[src/rtl/tfl_pkg.sv]
package tfl_pkg;

  localparam int TFL_MAX_ENTRIES = 256;
  localparam int TFL_FRAC_BITS   = 16;

  localparam int SAMPLE_W    = 16;
  localparam int CH_W        = 16;
  localparam int IDX_W       = 8;
  localparam int ENTRIES_W   = 9;
  localparam int REQ_W       = 2;
  localparam int CFG_IDX_W   = 2;
  localparam int CFG_DATA_W  = 16;
  localparam int COLOR_LANES = 3;

  typedef enum logic [REQ_W-1:0] {
    REQ_LOOKUP  = 2'd0,
    REQ_COLOR   = 2'd1,
    REQ_OPACITY = 2'd2
  } tfl_req_e;

  typedef enum logic [CFG_IDX_W-1:0] {
    CFG_RANGE_LOW       = 2'd0,
    CFG_RANGE_HIGH      = 2'd1,
    CFG_COLOR_ENTRIES   = 2'd2,
    CFG_OPACITY_ENTRIES = 2'd3
  } tfl_cfg_e;

  typedef struct packed {
    logic             lookup;
    logic             wr_color;
    logic             wr_opacity;
    logic [IDX_W-1:0] idx;
  } tfl_ctl_t;

  typedef struct packed {
    logic [CH_W-1:0] alpha;
    logic [CH_W-1:0] blue;
    logic [CH_W-1:0] green;
    logic [CH_W-1:0] red;
  } tfl_wdata_t;

  typedef struct packed {
    logic             lookup;
    logic             wr;
    logic [IDX_W-1:0] idx;
  } tfl_tbl_ctl_t;

endpackage

[src/rtl/tfl_norm.sv]
module tfl_norm #(
  parameter int FRAC_BITS = tfl_pkg::TFL_FRAC_BITS
) (
  input  logic                          clk,
  input  logic                          rst_n,
  input  logic                          en,
  input  tfl_pkg::tfl_ctl_t             in_ctl,
  input  tfl_pkg::tfl_wdata_t           in_wdata,
  input  logic [tfl_pkg::SAMPLE_W-1:0]  in_sample,
  input  logic [tfl_pkg::SAMPLE_W-1:0]  range_low,
  input  logic [tfl_pkg::SAMPLE_W-1:0]  range_high,
  output tfl_pkg::tfl_ctl_t             out_ctl,
  output tfl_pkg::tfl_wdata_t           out_wdata,
  output logic [FRAC_BITS-1:0]          out_v
);
  import tfl_pkg::*;

  localparam int NS = FRAC_BITS + 1;

  logic [SAMPLE_W-1:0] span;
  logic [SAMPLE_W-1:0] diff;
  logic                zero;
  logic                sat;

  tfl_ctl_t             ctl_r   [NS];
  tfl_wdata_t           wdata_r [NS];
  logic [SAMPLE_W-1:0]  rem_r   [NS];
  logic [FRAC_BITS-1:0] quo_r   [NS];
  logic                 zero_r  [NS];
  logic                 sat_r   [NS];

  assign span = range_high - range_low;
  assign diff = in_sample - range_low;
  assign zero = (range_high <= range_low) || (in_sample <= range_low);
  assign sat  = diff >= span;

  always_ff @(posedge clk) begin
    if (!rst_n) begin
      ctl_r[0] <= '0;
    end else if (en) begin
      ctl_r[0] <= in_ctl;
    end
  end

  always_ff @(posedge clk) begin
    if (en) begin
      wdata_r[0] <= in_wdata;
      rem_r[0]   <= diff;
      quo_r[0]   <= '0;
      zero_r[0]  <= zero;
      sat_r[0]   <= sat;
    end
  end

  // Restoring division, one quotient bit per stage.
  for (genvar k = 0; k < FRAC_BITS; k++) begin : g_div
    logic [SAMPLE_W:0]    dbl;
    logic                 ge;
    logic [SAMPLE_W-1:0]  rem_nxt;
    logic [FRAC_BITS-1:0] quo_nxt;

    assign dbl     = {rem_r[k], 1'b0};
    assign ge      = dbl >= {1'b0, span};
    assign rem_nxt = ge ? SAMPLE_W'(dbl - {1'b0, span}) : dbl[SAMPLE_W-1:0];
    assign quo_nxt = {quo_r[k][FRAC_BITS-2:0], ge};

    always_ff @(posedge clk) begin
      if (!rst_n) begin
        ctl_r[k+1] <= '0;
      end else if (en) begin
        ctl_r[k+1] <= ctl_r[k];
      end
    end

    always_ff @(posedge clk) begin
      if (en) begin
        wdata_r[k+1] <= wdata_r[k];
        rem_r[k+1]   <= rem_nxt;
        quo_r[k+1]   <= quo_nxt;
        zero_r[k+1]  <= zero_r[k];
        sat_r[k+1]   <= sat_r[k];
      end
    end
  end

  assign out_ctl   = ctl_r[FRAC_BITS];
  assign out_wdata = wdata_r[FRAC_BITS];
  assign out_v     = zero_r[FRAC_BITS] ? '0 :
                     sat_r[FRAC_BITS]  ? '1 : quo_r[FRAC_BITS];

endmodule

[config.mk]
export PLATFORM = sky130hd
export DESIGN_NAME = tfl_norm
export DESIGN_NICKNAME = d
export VERILOG_FILES = /design/src/rtl/tfl_pkg.sv /design/src/rtl/tfl_norm.sv
export SDC_FILE = /design/constraint.sdc
export NUM_CORES = 2
export LEC_CHECK = 0
export CORE_AREA = 2 2 327 329
export CTS_CLUSTER_SIZE = 16
export DETAILED_ROUTE_END_ITERATION = 12
export DIE_AREA = 0 0 329 331
export DONT_BUFFER_PORTS = 1
export PLACE_DENSITY = 0.92
export SYNTH_ARGS = -nofsm -noshare
export SYNTH_HDL_FRONTEND = slang
export SYNTH_SLANG_ARGS = --single-unit
[constraint.sdc]
create_clock -name clk -period 17 [get_ports clk]
set_input_delay 1.7 -clock clk [delete_from_list [all_inputs] [get_ports clk]]
set_output_delay 1.7 -clock clk [all_outputs]
set_load 0.02 [all_outputs]
==> Word-level counts from Yosys, hierarchy flattened <==
Memory sizes are Yosys's and may differ from the RTL's.
Index checks and enable logic that the tools add are counted.
{ "totals": {"ff_bits": 0, "latch_bits": 0, "mem_bits_rw": 1853, "mem_bits_ro": 0, "output_inout_bits": 91, "elab_cells": 101, "mem_count": 6} }
{ "op_classes": {"addsub": 18, "n_mul": 0, "div_mod_pow": 0, "n_lt_le_gt_ge": 19, "n_eq_ne": 0, "shift": 0, "mux": 40, "n_bitwise": 17, "n_reduce_logical": 1} }
{ "mem_list": {"columns": ["name", "words", "width", "rd", "rd_ports_with_merged_regs", "wr", "line", "source"], "rows": [
  ["wdata_r", 17, 64, 17, 0, 17, "tfl_norm.sv:26", "tfl_wdata_t wdata_r [NS];"],
  ["quo_r", 17, 16, 17, 0, 17, "tfl_norm.sv:28", "logic [FRAC_BITS-1:0] quo_r [NS];"],
  ["rem_r", 17, 16, 16, 0, 17, "tfl_norm.sv:27", "logic [SAMPLE_W-1:0] rem_r [NS];"],
  ["ctl_r", 17, 11, 17, 0, 17, "tfl_norm.sv:25", "tfl_ctl_t ctl_r [NS];"],
  ["sat_r", 17, 1, 17, 0, 17, "tfl_norm.sv:30", "logic sat_r [NS];"],
  ["zero_r", 17, 1, 17, 0, 17, "tfl_norm.sv:29", "logic zero_r [NS];"]
]} }
{ "op_table": {"columns": ["cell", "n"], "rows": [
  ["$mux W16", 18],
  ["$sub A16 B16 Y16", 18],
  ["$ge A17 B16 Y1", 16],
  ["$mux W11", 17],
  ["$le A16 B16 Y1", 2],
  ["$or A1 B1 Y1", 17],
  ["$ge A16 B16 Y1", 1],
  ["$mux W1", 5],
  ["$logic_or A1 B1 Y1", 1]
]} }

==> Depth between registers and ports, before layout <==
{ "depth": {"depth_word": 4, "depth_mapped": 24, "depth_no_buf": 23} }

==> Worst setup path before layout <==
No wires, ideal clock.
{ "synth_path": {"path_type": "input -> register", "start": "input port en", "end": "memory ctl_r[0][0] (netlist bit), enable pin", "setup_time_ns": 0.581, "t_arrival_ns": 6.679, "path_slack_ns": 9.741, "cell_stages": 3, "path_cell_list": "clkbuf_1 > clkbuf_1 > nand2b_1"} }
{ "synth_rtl": {"columns": ["element", "line", "source"], "rows": [
  ["start: declaration", "tfl_norm.sv:6", "input logic en,"],
  ["end: declaration", "tfl_norm.sv:25", null]
]} }

==> flow_summary.yaml <==
detailed_routing:
  ant_nets: 0
  drc: 0
  drt_wl_total_um: 121000
  vias: 34000
  drtIter0Drc: 3116
  wl_per_cell_um: 21.2
  viasPerCell: 5.96
  drt-pass1-iter-count: 6
synthesis:
  async_flop_share_pct: 0
  ys_seq_elements: 1701
  synth-edff-count: 1701
  syn-cell-area_sq_um: 68100
  syn-num-nets: 4578
  synth_cell_types: 80
  synth_flop_cell: "edfxtp_1"
  yosysSeqAreaShare_pct: 75.0
  yosysWarnings: 0
  synthCells: 4151
  avgSynthCellArea_sq_um: 16.4
timing:
  whs_ns: 0.372
  fmax_ghz: 0.137
  setup_tns_ns: 0
  setup_viol: 0
  min_period_ns: 7.30
  max_slew_margin_pct: -4.64
  post-route-period-util_pct: 43.0
  maxSlewViolCount: 128
  tightest_slew_ns: 1.57
  hold_viol: 0
  rsz0062_at_grt: "no"
  fin_skew_ns: 0.0590
finish:
  final_common_cell: "edfxtp_1"
  fin_area_sq_um: 74700
  syn_to_final_growth_pct: 9.66
  nNetsFinal: 4613
  drive_gt1_share_pct: 8.91
  layout_common_cells: "1701 x edfxtp_1, 283 x ha_1, 226 x nor2_1"
die:
  chipWidth_um: 329
  start_util_pct: 64.9
  die_area_sq_um: 109000
  ios: 217
  coreArea_sq_um: 105000
  die_h_um: 331
  rows: 119
worst_hold_path:
  min_to: "wdata_r[0][675]$_DFFE_PP_"
  worstHoldPathType: "reg2reg"
  hold_start: "wdata_r[0][611]$_DFFE_PP_"
  whs_path_depth: 0
clock_tree:
  postCtsHoldBufs: 0
  cts_made_buffers: 163
  cts_tree: "done"
  cts_resized: 0
  cts_root_buf: "clkbuf_16"
  post_cts_buffers: 0
  clk_path_buf_depth: 3
  clk_latency_ns: 0.78
  cts.sinks: 1701
  htree_num_levels: 4
  clk_pin_slew_worst_paths_ns: 0.06
setup_path:
  worst-path-max-fanout: 27
  required_ns: 17.48
  regToRegSetupSlack_ns: 12.90
  rr_worst_depth: 11
  crit_path_end_kind: "flop"
  r2r-end: "rem_r[0][173]$_DFFE_PP_"
  worst_setup_path_start_kind: "input pin"
  arrival_ns: 7.78
  rr_startpoint: "rem_r[0][144]$_SDFFCE_PN0P_"
  crit_type: "in2reg"
run:
  drv_cap: 0
placed_design:
  place_area_sq_um: 69400
  dp_hpwl_um: 70300
  io_buffers: 0
  gp_congestion: 0.889
grt:
  grt_use_total_pct: 22.2
  grt-busiest-layer: "met2"
  grt_pass1_vias: 33900
  antenna_found_initial: 4
  grt_overflow: 0
  grt_first_pass_wirelength_um: 186000
  met3_usage_pct: 4.29
  grtUsageMet1_pct: 27.3
  use_met2_pct: 39.6
  grt_start_max_net_pins: 333
power:
  p_leak_uw: 0.0276
  p_per_area_nw_per_um2: 179
  ir_drop_v: 0.000133
outcome:
  status: "finished, violations left"
  violations: "slew limit"
==> flip-flops by register name, summed over array words and instances (netlist names) <==
signal and count:
wdata_r 1088, rem_r 256, ctl_r 187, quo_r 136, sat_r 17, zero_r 17
==> worst max-delay path, cell delays in order <==
cell and delay [ns]:
inv_1 0.04, ha_2 0.16, inv_1 0.05, fa_1 0.47, a21o_1 0.20, a21oi_1 0.41
o21bai_1 0.15, a2111o_1 0.50, a31oi_1 0.18, o21ai_0 0.09, o211ai_1 0.19, or4b_2 0.61
o211a_1 0.15, buf_4 0.24, ha_1 0.38, a2111oi_0 0.69, o41ai_2 0.19, o21ai_2 0.95
mux2_2 0.42
==> Yosys cell counts, drive strengths merged (41+ instances only) <==
cell type,count,share of area (%)
xnor2,138,1.8
mux2,60,1.0
nand3,55,0.40
o21ai,180,1.3
a21o,77,0.85
clkbuf,61,0.34
nor3,61,0.45
a21oi,200,1.5
buf,100,1.1
inv,90,0.50
edfxtp,1701,75
xor2,75,0.96
ha,284,5.2
and3,208,1.9
nor2,227,1.3
o21a,41,0.45
nand2,187,1.0
==> cell families after synthesis <==
family / after synthesis / synth area share, %
XOR/XNOR: 213 / 2.74
flip-flops: 1701 / 75.0
multiplexers: 63 / 1.05
AO/OA/AOI/OAI: 714 / 6.85
adder cells (fa/ha/maj): 319 / 5.98
buffers and inverters: 251 / 1.92
AND/OR/NAND/NOR: 890 / 6.50
==> worst max-delay path by stage <==
stage	startpoint	cells past startpoint	slack, ns	endpoint
finish	range_high[0]	19	9.70	rem_r[0][90]$_DFFE_PP_
global route	range_high[0]	19	9.47	rem_r[0][88]$_DFFE_PP_
CTS	range_high[0]	19	9.79	rem_r[0][88]$_DFFE_PP_
detailed placement	range_high[0]	19	9.14	rem_r[0][81]$_DFFE_PP_
global placement	range_high[0]	19	9.26	rem_r[0][87]$_DFFE_PP_
floorplan	en	3	9.74	ctl_r[0][0]$_SDFFCE_PN0P_
==> layer usage <==
metal	routed length [um]	share of wire, %
met1	46800	39
met2	63700	53
met3	6910	5.7
met4	3660	3.0
met5	0	0
==> cell type report <==
class                   count  area, sq um
diodes                      1         2.50
clock buffers             192         4190
clock inverters            99         1160
fillers                  6200        30200
inverters                  90          340
multi-input cells        2199        15900
flip-flops and latches   1701        51100
well taps                1391         1740
repair buffers             31          353
==> metrics by stage <==
step	util, %	power [uW]	instances	worst slack (ns)
5_1_grt	71.2	14000	5704	9.47
2_1_floorplan	-	8810	4151	9.74
6_report	71.2	13300	5704	9.70
4_1_cts	71.2	13400	5703	9.79
3_5_place_dp	66.1	9720	5412	9.14
3_3_place_gp	66.1	9510	5412	9.26
==> report_power, final <==
group / switching [uW] / internal (uW) / leakage [uW]
clock: 1570 / 2010 / 0.00257
sequential: 358 / 5480 / 0.0169
combinational: 2260 / 1680 / 0.00818
total: 4180 / 9160 / 0.0276
(Power assumes the default switching activity.)
